[src/hw/rtl/rpn_pkg.sv]
package rpn_pkg;

    localparam int DATA_W          = 32;
    localparam int OP_W            = 5;
    localparam int STATUS_W        = 2;
    localparam int STACK_DEPTH_DEF = 16;

    // Opcodes
    localparam logic [OP_W-1:0] OP_NEG    = 5'd0;
    localparam logic [OP_W-1:0] OP_LNOT   = 5'd1;
    localparam logic [OP_W-1:0] OP_BNOT   = 5'd2;
    localparam logic [OP_W-1:0] OP_DIV256 = 5'd3;
    localparam logic [OP_W-1:0] OP_MOD256 = 5'd4;
    localparam logic [OP_W-1:0] OP_AND    = 5'd5;
    localparam logic [OP_W-1:0] OP_OR     = 5'd6;
    localparam logic [OP_W-1:0] OP_NOR    = 5'd7;
    localparam logic [OP_W-1:0] OP_XOR    = 5'd8;
    localparam logic [OP_W-1:0] OP_ADD    = 5'd9;
    localparam logic [OP_W-1:0] OP_SUB    = 5'd10;
    localparam logic [OP_W-1:0] OP_MUL    = 5'd11;
    localparam logic [OP_W-1:0] OP_DIV    = 5'd12;
    localparam logic [OP_W-1:0] OP_MOD    = 5'd13;
    localparam logic [OP_W-1:0] OP_SHL    = 5'd14;
    localparam logic [OP_W-1:0] OP_SHR    = 5'd15;
    localparam logic [OP_W-1:0] OP_POW    = 5'd16;
    localparam logic [OP_W-1:0] OP_EQ     = 5'd17;
    localparam logic [OP_W-1:0] OP_LE     = 5'd18;
    localparam logic [OP_W-1:0] OP_GE     = 5'd19;
    localparam logic [OP_W-1:0] OP_NE     = 5'd20;
    localparam logic [OP_W-1:0] OP_LT     = 5'd21;
    localparam logic [OP_W-1:0] OP_GT     = 5'd22;

    // Status codes
    localparam logic [STATUS_W-1:0] STS_OK    = 2'd0;
    localparam logic [STATUS_W-1:0] STS_UNDER = 2'd1;
    localparam logic [STATUS_W-1:0] STS_OVER  = 2'd2;
    localparam logic [STATUS_W-1:0] STS_DIVZ  = 2'd3;

    typedef enum logic [2:0] {
        S_IDLE,
        S_DISPATCH,
        S_CAP_B,
        S_CAP_A,
        S_EXEC,
        S_WAIT,
        S_TOP,
        S_EMIT
    } t_state;

    typedef struct packed {
        logic load;      // latch the incoming word
        logic pop;       // pop one entry (read issued)
        logic cap_b;     // take popped entry as right operand
        logic cap_a;     // take popped entry as left operand
        logic push_val;  // push the word's constant
        logic exec;      // start the operator
        logic push_res;  // push the operator result
        logic top_rd;    // read top of stack
        logic emit;      // load output register, clear stack
    } t_cmd;

    typedef struct packed {
        logic is_push;
        logic is_unary;
        logic last;
        logic busy;
        logic out_free;
    } t_sts;

endpackage

[src/hw/rtl/rpn_ram.sv]
module rpn_ram #(
    parameter int WIDTH = 32,
    parameter int DEPTH = 16
) (
    input  logic                     i_clk,
    input  logic                     i_wr_en,
    input  logic [$clog2(DEPTH)-1:0] i_wr_addr,
    input  logic [WIDTH-1:0]         i_wr_data,
    input  logic                     i_rd_en,
    input  logic [$clog2(DEPTH)-1:0] i_rd_addr,
    output logic [WIDTH-1:0]         o_rd_data
);

    logic [WIDTH-1:0] r_mem [DEPTH];
    logic [WIDTH-1:0] r_rd_data;

    always_ff @(posedge i_clk) begin
        if (i_wr_en) begin
            r_mem[i_wr_addr] <= i_wr_data;
        end
        if (i_rd_en) begin
            r_rd_data <= r_mem[i_rd_addr];
        end
    end

    assign o_rd_data = r_rd_data;

endmodule

[src/hw/rtl/rpn_ctrl.sv]
module rpn_ctrl (
    input  logic          i_clk,
    input  logic          i_rst_n,
    input  logic          i_in_valid,
    output logic          o_in_stall,
    input  rpn_pkg::t_sts i_sts,
    output rpn_pkg::t_cmd o_cmd
);

    import rpn_pkg::*;

    t_state r_state;
    t_state n_state;

    always_ff @(posedge i_clk) begin
        if (!i_rst_n) begin
            r_state <= S_IDLE;
        end else begin
            r_state <= n_state;
        end
    end

    always_comb begin
        n_state    = r_state;
        o_cmd      = '0;
        o_in_stall = 1'b1;
        case (r_state)
            S_IDLE: begin
                o_in_stall = 1'b0;
                if (i_in_valid) begin
                    o_cmd.load = 1'b1;
                    n_state    = S_DISPATCH;
                end
            end
            S_DISPATCH: begin
                if (i_sts.is_push) begin
                    o_cmd.push_val = 1'b1;
                    n_state        = i_sts.last ? S_TOP : S_IDLE;
                end else begin
                    o_cmd.pop = 1'b1;
                    n_state   = i_sts.is_unary ? S_CAP_A : S_CAP_B;
                end
            end
            S_CAP_B: begin
                // take the right operand and pop the left one
                o_cmd.cap_b = 1'b1;
                o_cmd.pop   = 1'b1;
                n_state     = S_CAP_A;
            end
            S_CAP_A: begin
                o_cmd.cap_a = 1'b1;
                n_state     = S_EXEC;
            end
            S_EXEC: begin
                o_cmd.exec = 1'b1;
                n_state    = S_WAIT;
            end
            S_WAIT: begin
                if (!i_sts.busy) begin
                    o_cmd.push_res = 1'b1;
                    n_state        = i_sts.last ? S_TOP : S_IDLE;
                end
            end
            S_TOP: begin
                o_cmd.top_rd = 1'b1;
                n_state      = S_EMIT;
            end
            S_EMIT: begin
                // hold until the output register can take the word
                if (i_sts.out_free) begin
                    o_cmd.emit = 1'b1;
                    n_state    = S_IDLE;
                end
            end
            default: begin
                n_state = S_IDLE;
            end
        endcase
    end

endmodule

[src/hw/rtl/rpn_dp.sv]
module rpn_dp #(
    parameter int STACK_DEPTH = rpn_pkg::STACK_DEPTH_DEF
) (
    input  logic                                i_clk,
    input  logic                                i_rst_n,
    input  rpn_pkg::t_cmd                       i_cmd,
    output rpn_pkg::t_sts                       o_sts,
    input  logic                                i_action,
    input  logic [rpn_pkg::OP_W-1:0]            i_opcode,
    input  logic signed [rpn_pkg::DATA_W-1:0]   i_value,
    input  logic                                i_last,
    output logic                                o_out_valid,
    input  logic                                i_out_stall,
    output logic signed [rpn_pkg::DATA_W-1:0]   o_result,
    output logic [rpn_pkg::STATUS_W-1:0]        o_status
);

    import rpn_pkg::*;

    localparam int AW   = $clog2(STACK_DEPTH);
    localparam int SP_W = $clog2(STACK_DEPTH + 1);

    // token
    logic              r_action;
    logic [OP_W-1:0]   r_op;
    logic [DATA_W-1:0] r_value;
    logic              r_last;

    // stack control
    logic [SP_W-1:0]     r_sp;
    logic [SP_W-1:0]     n_sp;
    logic [SP_W-1:0]     w_sp_dec;
    logic                w_empty;
    logic                w_full;
    logic [STATUS_W-1:0] r_status;
    logic [STATUS_W-1:0] n_status;
    logic                w_err;
    logic [STATUS_W-1:0] w_err_code;
    logic                r_pop_ok;

    // memory port
    logic              w_wr_en;
    logic [DATA_W-1:0] w_wr_data;
    logic              w_rd_en;
    logic [DATA_W-1:0] w_rd_data;

    // operands and result
    logic [DATA_W-1:0] r_opa;
    logic [DATA_W-1:0] r_opb;
    logic [DATA_W-1:0] r_res;
    logic [DATA_W-1:0] w_alu;
    logic [DATA_W-1:0] w_mag_a;
    logic [DATA_W-1:0] w_mag_b;
    logic [DATA_W-1:0] w_d256;
    logic [DATA_W-1:0] w_m256;
    logic              w_lt_ab;
    logic              w_lt_ba;
    logic              w_is_iter;
    logic              w_b_zero;

    // shared iterative unit: restoring divider or square-and-multiply
    logic              r_busy;
    logic              r_fix;
    logic              r_is_div;
    logic [4:0]        r_cnt;
    logic [DATA_W-1:0] r_wa;
    logic [DATA_W-1:0] r_wb;
    logic [DATA_W-1:0] r_wc;
    logic              r_sa;
    logic              r_sb;
    logic [DATA_W:0]   w_rem_sh;
    logic [DATA_W:0]   w_diff;
    logic              w_ge;
    logic [DATA_W-1:0] w_mul_acc;
    logic [DATA_W-1:0] w_mul_sq;
    logic [DATA_W-1:0] w_exp_nxt;
    logic [DATA_W-1:0] w_fix_val;

    // output register
    logic                r_out_valid;
    logic [DATA_W-1:0]   r_out_result;
    logic [STATUS_W-1:0] r_out_status;
    logic                w_out_free;

    assign w_sp_dec = r_sp - 1'b1;
    assign w_empty  = (r_sp == '0);
    assign w_full   = (r_sp == SP_W'(STACK_DEPTH));

    assign w_wr_en   = (i_cmd.push_val || i_cmd.push_res) && !w_full;
    assign w_wr_data = i_cmd.push_val ? r_value : r_res;
    assign w_rd_en   = (i_cmd.pop || i_cmd.top_rd) && !w_empty;

    rpn_ram #(
        .WIDTH (DATA_W),
        .DEPTH (STACK_DEPTH)
    ) u_stack (
        .i_clk     (i_clk),
        .i_wr_en   (w_wr_en),
        .i_wr_addr (r_sp[AW-1:0]),
        .i_wr_data (w_wr_data),
        .i_rd_en   (w_rd_en),
        .i_rd_addr (w_sp_dec[AW-1:0]),
        .o_rd_data (w_rd_data)
    );

    // ALU
    assign w_mag_a = r_opa[DATA_W-1] ? (~r_opa + 1'b1) : r_opa;
    assign w_mag_b = r_opb[DATA_W-1] ? (~r_opb + 1'b1) : r_opb;
    assign w_d256  = {8'd0, w_mag_a[DATA_W-1:8]};
    assign w_m256  = {24'd0, w_mag_a[7:0]};
    assign w_lt_ab = $signed(r_opa) < $signed(r_opb);
    assign w_lt_ba = $signed(r_opb) < $signed(r_opa);
    assign w_b_zero = (r_opb == '0);
    assign w_is_iter = (r_op == OP_MUL) || (r_op == OP_DIV) ||
                       (r_op == OP_MOD) || (r_op == OP_POW);

    always_comb begin
        case (r_op)
            OP_NEG:    w_alu = ~r_opa + 1'b1;
            OP_LNOT:   w_alu = {31'd0, (r_opa == '0)};
            OP_BNOT:   w_alu = ~r_opa;
            OP_DIV256: w_alu = r_opa[DATA_W-1] ? (~w_d256 + 1'b1) : w_d256;
            OP_MOD256: w_alu = r_opa[DATA_W-1] ? (~w_m256 + 1'b1) : w_m256;
            OP_AND:    w_alu = r_opa & r_opb;
            OP_OR:     w_alu = r_opa | r_opb;
            OP_NOR:    w_alu = ~(r_opa | r_opb);
            OP_XOR:    w_alu = r_opa ^ r_opb;
            OP_ADD:    w_alu = r_opa + r_opb;
            OP_SUB:    w_alu = r_opa - r_opb;
            OP_SHL:    w_alu = r_opa << r_opb[4:0];
            OP_SHR:    w_alu = r_opa >> r_opb[4:0];
            OP_EQ:     w_alu = {31'd0, (r_opa == r_opb)};
            OP_LE:     w_alu = {31'd0, !w_lt_ba};
            OP_GE:     w_alu = {31'd0, !w_lt_ab};
            OP_NE:     w_alu = {31'd0, (r_opa != r_opb)};
            OP_LT:     w_alu = {31'd0, w_lt_ab};
            OP_GT:     w_alu = {31'd0, w_lt_ba};
            default:   w_alu = '0;
        endcase
    end

    // iterative step logic
    assign w_rem_sh  = {r_wb, r_wa[DATA_W-1]};
    assign w_diff    = w_rem_sh - {1'b0, r_wc};
    assign w_ge      = !w_diff[DATA_W];
    assign w_mul_acc = r_wa * r_wb;
    assign w_mul_sq  = r_wb * r_wb;
    assign w_exp_nxt = r_wc >> 1;

    always_comb begin
        if (!r_is_div) begin
            w_fix_val = r_wa;
        end else if (r_op == OP_DIV) begin
            w_fix_val = (r_sa ^ r_sb) ? (~r_wa + 1'b1) : r_wa;
        end else begin
            w_fix_val = r_sa ? (~r_wb + 1'b1) : r_wb;
        end
    end

    // stack pointer and sticky status
    always_comb begin
        n_sp       = r_sp;
        w_err      = 1'b0;
        w_err_code = STS_OK;
        if (i_cmd.pop) begin
            if (w_empty) begin
                w_err      = 1'b1;
                w_err_code = STS_UNDER;
            end else begin
                n_sp = w_sp_dec;
            end
        end
        if (i_cmd.push_val || i_cmd.push_res) begin
            if (w_full) begin
                w_err      = 1'b1;
                w_err_code = STS_OVER;
            end else begin
                n_sp = r_sp + 1'b1;
            end
        end
        if (i_cmd.exec && (r_op == OP_DIV || r_op == OP_MOD) && w_b_zero) begin
            w_err      = 1'b1;
            w_err_code = STS_DIVZ;
        end
        n_status = r_status;
        if (w_err && r_status == STS_OK) begin
            n_status = w_err_code;
        end
        if (i_cmd.emit) begin
            n_sp     = '0;
            n_status = STS_OK;
        end
    end

    assign w_out_free = !r_out_valid || !i_out_stall;

    always_ff @(posedge i_clk) begin
        if (!i_rst_n) begin
            r_sp        <= '0;
            r_status    <= STS_OK;
            r_busy      <= 1'b0;
            r_fix       <= 1'b0;
            r_out_valid <= 1'b0;
        end else begin
            r_sp     <= n_sp;
            r_status <= n_status;
            r_fix    <= 1'b0;
            if (i_cmd.exec) begin
                if (r_op == OP_MUL) begin
                    r_busy <= 1'b1;
                end else if (r_op == OP_POW) begin
                    r_busy <= !(r_opb[DATA_W-1] || w_b_zero);
                end else if (r_op == OP_DIV || r_op == OP_MOD) begin
                    r_busy <= !w_b_zero;
                end
            end else if (r_busy) begin
                if (r_is_div ? (r_cnt == '0) : (w_exp_nxt == '0)) begin
                    r_busy <= 1'b0;
                    r_fix  <= 1'b1;
                end
            end
            if (i_cmd.emit) begin
                r_out_valid <= 1'b1;
            end else if (!i_out_stall) begin
                r_out_valid <= 1'b0;
            end
        end
    end

    always_ff @(posedge i_clk) begin
        if (i_cmd.load) begin
            r_action <= i_action;
            r_op     <= i_opcode;
            r_value  <= i_value;
            r_last   <= i_last;
        end
        if (i_cmd.pop) begin
            r_pop_ok <= !w_empty;
        end
        if (i_cmd.cap_b) begin
            r_opb <= r_pop_ok ? w_rd_data : '0;
        end
        if (i_cmd.cap_a) begin
            r_opa <= r_pop_ok ? w_rd_data : '0;
        end
        if (i_cmd.exec) begin
            r_sa <= r_opa[DATA_W-1];
            r_sb <= r_opb[DATA_W-1];
            if (r_op == OP_MUL) begin
                // one multiply step: acc = a, base = b, exponent one
                r_is_div <= 1'b0;
                r_wa     <= r_opa;
                r_wb     <= r_opb;
                r_wc     <= DATA_W'(1);
            end else if (r_op == OP_POW) begin
                r_is_div <= 1'b0;
                r_wa     <= DATA_W'(1);
                r_wb     <= r_opa;
                r_wc     <= r_opb;
                r_res    <= DATA_W'(1);
            end else if (r_op == OP_DIV || r_op == OP_MOD) begin
                r_is_div <= 1'b1;
                r_wa     <= w_mag_a;
                r_wb     <= '0;
                r_wc     <= w_mag_b;
                r_cnt    <= 5'd31;
                r_res    <= '0;
            end else begin
                r_res <= w_alu;
            end
        end else if (r_busy) begin
            if (r_is_div) begin
                r_wa  <= {r_wa[DATA_W-2:0], w_ge};
                r_wb  <= w_ge ? w_diff[DATA_W-1:0] : w_rem_sh[DATA_W-1:0];
                r_cnt <= r_cnt - 1'b1;
            end else begin
                if (r_wc[0]) begin
                    r_wa <= w_mul_acc;
                end
                r_wb <= w_mul_sq;
                r_wc <= w_exp_nxt;
            end
        end
        if (r_fix) begin
            r_res <= w_fix_val;
        end
        if (i_cmd.emit) begin
            r_out_result <= w_empty ? '0 : w_rd_data;
            r_out_status <= r_status;
        end
    end

    assign o_sts.is_push  = !r_action;
    assign o_sts.is_unary = (r_op <= OP_MOD256);
    assign o_sts.last     = r_last;
    assign o_sts.busy     = r_busy || r_fix || (i_cmd.exec && w_is_iter);
    assign o_sts.out_free = w_out_free;

    assign o_out_valid = r_out_valid;
    assign o_result    = r_out_result;
    assign o_status    = r_out_status;

endmodule

[src/hw/rtl/postfix_expression_evaluator_top.sv]
// Postfix expression evaluator on a bounded operand stack.
//
// Input channel (i_in_valid / o_in_stall): one token word per handshake.
// A word either pushes i_value or applies the operator in i_opcode to the
// top one or two stack entries. i_last marks the end of an expression.
// Output channel (o_out_valid / i_out_stall): one word per expression,
// carrying the top of stack (0 when empty) and the first error seen.
//
// One token is worked at a time; the input stalls until it is done.
// Push and the combinational ALU operators need no iteration. Multiply
// runs one square-and-multiply step. Power skips the iteration for an
// exponent of zero or less, else it runs one step per exponent bit.
// Divide and modulo use the bit-serial restoring divider; a zero divisor
// skips the divider.
// A last token then reads the top of stack and waits while the output
// register stays stalled; the next token is taken only after the result
// has moved into the output register.
// Reset empties the stack and clears the status; stack entries need no
// clearing since an entry is read only after it has been written.
module postfix_expression_evaluator_top #(
    parameter int STACK_DEPTH = rpn_pkg::STACK_DEPTH_DEF
) (
    input  logic                                i_clk,
    input  logic                                i_rst_n,
    input  logic                                i_in_valid,
    output logic                                o_in_stall,
    input  logic                                i_action,
    input  logic [rpn_pkg::OP_W-1:0]            i_opcode,
    input  logic signed [rpn_pkg::DATA_W-1:0]   i_value,
    input  logic                                i_last,
    output logic                                o_out_valid,
    input  logic                                i_out_stall,
    output logic signed [rpn_pkg::DATA_W-1:0]   o_result,
    output logic [rpn_pkg::STATUS_W-1:0]        o_status
);

    import rpn_pkg::*;

    t_cmd w_cmd;
    t_sts w_sts;

    rpn_ctrl u_ctrl (
        .i_clk      (i_clk),
        .i_rst_n    (i_rst_n),
        .i_in_valid (i_in_valid),
        .o_in_stall (o_in_stall),
        .i_sts      (w_sts),
        .o_cmd      (w_cmd)
    );

    rpn_dp #(
        .STACK_DEPTH (STACK_DEPTH)
    ) u_dp (
        .i_clk       (i_clk),
        .i_rst_n     (i_rst_n),
        .i_cmd       (w_cmd),
        .o_sts       (w_sts),
        .i_action    (i_action),
        .i_opcode    (i_opcode),
        .i_value     (i_value),
        .i_last      (i_last),
        .o_out_valid (o_out_valid),
        .i_out_stall (i_out_stall),
        .o_result    (o_result),
        .o_status    (o_status)
    );

    // an accepted word is worked before the next one is taken
    a_one_token: assert property (@(posedge i_clk) disable iff (!i_rst_n)
        (i_in_valid && !o_in_stall) |=> o_in_stall)
        else $error("input taken again right after a token");

    // never push a result or emit while the iterative unit is still running
    a_no_early_push: assert property (@(posedge i_clk) disable iff (!i_rst_n)
        (w_cmd.push_res || w_cmd.emit) |-> !w_sts.busy)
        else $error("push or emit while busy");

    a_cmd_excl: assert property (@(posedge i_clk) disable iff (!i_rst_n)
        $onehot0({w_cmd.load, w_cmd.push_val, w_cmd.exec, w_cmd.push_res,
                  w_cmd.top_rd, w_cmd.emit}))
        else $error("conflicting datapath commands");

    // a result word appears only from an emit
    a_out_src: assert property (@(posedge i_clk) disable iff (!i_rst_n)
        $rose(o_out_valid) |-> $past(w_cmd.emit))
        else $error("output valid without emit");

endmodule
[config.mk]
export PLATFORM = sky130hd
export DESIGN_NAME = postfix_expression_evaluator_top
export DESIGN_NICKNAME = d
export VERILOG_FILES = /design/src/hw/rtl/rpn_pkg.sv /design/src/hw/rtl/rpn_ram.sv /design/src/hw/rtl/rpn_ctrl.sv /design/src/hw/rtl/rpn_dp.sv /design/src/hw/rtl/postfix_expression_evaluator_top.sv
export SDC_FILE = /design/constraint.sdc
export NUM_CORES = 2
export LEC_CHECK = 0
export BUFFER_PORTS_ARGS = -buffer_cell sky130_fd_sc_hd__buf_2
export CAP_MARGIN = 20
export CORE_MARGIN = 3
export CORE_UTILIZATION = 40
export DETAILED_ROUTE_END_ITERATION = 16
export PLACE_DENSITY = 0.67
export SYNTH_ARGS = -nofsm -noshare
export SYNTH_HDL_FRONTEND = slang
export SYNTH_SLANG_ARGS = --single-unit
[constraint.sdc]
create_clock -name i_clk -period 19.5 [get_ports i_clk]
set_input_delay 1.95 -clock i_clk [delete_from_list [all_inputs] [get_ports i_clk]]
set_output_delay 1.95 -clock i_clk [all_outputs]
set_load 0.005 [all_outputs]
==> impl_metrics.toml <==
[power]
irDropWorstVdd_uv = 512
p_clk_share_pct = 10.5
power.share.sequential_pct = 14.9
p_per_area_nw_per_um2 = 192
combPwrFrac_pct = 74.6
swShare_pct = 48.5
switchingPower_mw = 7.84
p_leak_nw = 33.8
intPower_mw = 8.33

[worst_hold_path]
hp-class = "register to register"
hold_depth = 2

[synth]
synth.most_common_cell = "inv_1"
synth-edff-count = 818
ys_seq_area_share_pct = 31.7
syn_area_per_cell_um2 = 10.5
postSynth.asyncResetShare_pct = 0
synth_ff_type = "edfxtp_1"
yosysTopAreaCell = "edfxtp_1"
synthCells = 7473
syn_nets = 8719
ys_ff_latch = 831
ys_types = 100
ys_top_cells_by_count = "961 x inv_1, 818 x edfxtp_1, 775 x fa_1"
synth_top_area_share_pct = 31.4
synth_area_leaders = "edfxtp_1 31%, fa_1 20%, ha_1 6.8%, mux4_2 5.2%, inv_1 4.6%"
yosys_warnings = 0
synth_area_um2 = 78200

[die]
dieArea_um2 = 201000
die_h_um = 448
rows = 161
coreArea_um2 = 193000
die_w_um = 448
ios = 79
start_util_pct = 40.5

[clocking]
cts_buffer_depth = 3
cts.clk_slew.worst_paths_ns = 0.07
clock_sinks = 831
cts_root_buf = "clkbuf_16"
htreeDepth = 3
cts_hold_buffers = 0
cts_tree = "built"
post_cts_resized = 0
cts_buffers = 85
postCtsSetupBuffers = 0
clk_latency_ns = 0.68

[grt]
antenna_found_initial = 13
overflow = 0
grt_pass1_vias = 61100
grt_pass1_wl_um = 413000
grt_max_degree = 97
grt_usage_pct = 27.7

[timing]
max_slew_margin_pct = 15.8
setup_viol = 0
period_minus_slack_ns = 8.61
maxSlewViolCount = 0
finalCritPeriodShare_pct = 44.1
clock_skew_ns = 0.0617
rsz0062_at_grt = "no"
worst_slack_ns = 10.89
worstMarginPinSlew_ns = 1.25
max_freq_mhz = 116
setup_tns_ns = 0
hold_violations = 0

[final_layout]
fillers = 18100
nets = 8584
area_growth_pct = 7.92
multi_input_area_um2 = 48000
design_area_um2 = 84400
seq_area_um2 = 24800
drive_above_1_share_pct = 9.81

[place]
gp_congestion = 1.00
dp_hpwl_um = 205000
port_buffers = 78
pre_cts_slack_ns = 10.94
placed_area_um2 = 81500

[drt]
drt_iter0_drc = 7385
ant_nets = 0
via_per_inst = 6.04
post-route-drc-count = 0
wl_per_cell_um = 28.1
drt-total-wl_um = 279000
via_count = 60000
first_pass_iters = 8

[critical_path]
critPathCaptureType = "register"
critPathArrivalTime_ns = 8.97
crit_required_ns = 19.87
start_kind = "register"
cp_max_fo = 52
reg2reg_depth = 25
worst-setup-path-type = "register to register"

[outcome]
outcome = "finished, final reports clean"

[job]
cap_violations = 0
-- worst max-delay path: stages, from the launching register on --
cell and delay, ns:
edfxtp_1 0.48, buf_4 0.58, nand2_1 0.20, fa_1 0.58, inv_1 0.07, fa_1 0.51, inv_1 0.06, fa_1 0.50
inv_1 0.05, fa_1 0.54, ha_1 0.22, ha_1 0.27, inv_1 0.05, fa_1 0.48, inv_1 0.05, fa_1 0.46
ha_1 0.24, nor3_1 0.18, o21ai_0 0.16, a2111oi_0 0.87, o21a_1 0.21, o21ai_0 0.23, a21oi_1 0.48, o21ai_0 0.25
a2111oi_0 0.47, a211oi_1 0.09
-- layer usage --
metal / routed length, um / GRT usage, % / share of wire, % / vias to the layer above
li1: - / - / - / 25400
met1: 110000 / 36.6 / 39 / 30400
met2: 128000 / 44.4 / 46 / 3345
met3: 25000 / 5.12 / 9.0 / 782
met4: 15600 / 12.6 / 5.6 / 16
met5: 122 / 0 / 0.044 / -
-- sequential cells by signal, summed over array words and instances (netlist names), 32 cells and up --
signal and flops:
u_dp.u_stack.r_mem 512, u_dp.o_result 32, u_dp.r_opa 32, u_dp.r_opb 32
u_dp.r_res 32, u_dp.r_value 32, u_dp.r_wa 32, u_dp.r_wb 32
u_dp.r_wc 32, u_dp.u_stack.o_rd_data 32
-- through the flow --
| stage | util (%) | std cells | hold slack, ns | power (mW) |
|---|---|---|---|---|
| 6_report | 43.7 | 9941 | 0.561 | 16.2 |
| 2_1_floorplan | - | 7473 | 0.432 | 10.7 |
| 3_3_place_gp | 42.1 | 9775 | 0.549 | 14.0 |
| 3_5_place_dp | 42.1 | 9775 | 0.552 | 14.3 |
| 4_1_cts | 43.6 | 9933 | 0.538 | 16.0 |
| 5_1_grt | 43.7 | 9935 | 0.558 | 17.4 |
-- cells by family after synthesis --
family,Yosys count,share of synthesized area (%)
xor+xnor,306,3.43
compound gates,1338,11.2
flops,831,31.7
simple gates,1997,12.6
mux,334,7.27
buf+inv,1464,7.12
fa+ha+maj,1203,26.7
-- power groups by stage --
| stage | Sequential, mW | Combinational [mW] | Clock, mW |
|---|---|---|---|
| 6_report | 2.41 | 12.1 | 1.70 |
| 3_3_place_gp | 2.44 | 11.6 | 0 |
| 3_5_place_dp | 2.44 | 11.8 | 0 |
| 2_1_floorplan | 2.38 | 8.36 | 0 |
| 5_1_grt | 2.41 | 13.2 | 1.79 |
| 4_1_cts | 2.40 | 11.9 | 1.72 |
-- path summary, 6_finish.rpt --
check	start	end	slack, ns
worst max-delay path	u_dp.r_wb[5]	u_dp.r_wb[31]	10.89
worst min-delay path	u_dp.r_busy	u_dp.r_fix	0.56
worst max register to register	u_dp.r_wb[5]	u_dp.r_wb[31]	10.89
worst min register to register	u_dp.r_busy	u_dp.r_fix	0.56
-- layout by cell type (no fill, tap or decap), types with 43 or more instances in the layout --
| cell type | n |
|---|---|
| a211oi_1 | 67 |
| a21o_1 | 46 |
| a21oi_1 | 345 |
| a221oi_1 | 69 |
| a31oi_1 | 52 |
| and2_1 | 456 |
| buf_2 | 78 |
| buf_4 | 184 |
| clkbuf_16 | 86 |
| edfxtp_1 | 818 |
| fa_1 | 775 |
| ha_1 | 427 |
| inv_1 | 957 |
| mux2_2 | 53 |
| mux2i_1 | 99 |
| mux4_2 | 182 |
| nand2_1 | 626 |
| nand3_1 | 74 |
| nor2_1 | 408 |
| nor2b_1 | 67 |
| nor3_1 | 100 |
| nor4_1 | 47 |
| o211ai_1 | 43 |
| o21ai_0 | 296 |
| o22ai_1 | 60 |
| xnor2_1 | 235 |
| xor2_1 | 67 |
-- layout make-up --
| type | instances | share of cell area (%) |
|---|---|---|
| Sequential cell | 831 | 29.4 |
| Tap cell | 2526 | 3.74 |
| Timing Repair Buffer | 265 | 2.16 |
| Clock inverter | 52 | 0.775 |
| Antenna cell | 6 | 0.0178 |
| Inverter | 977 | 4.34 |
| Clock buffer | 106 | 2.66 |
| Multi-Input combinational cell | 5178 | 56.9 |
Note: power is estimated with default switching activity, not from simulation.
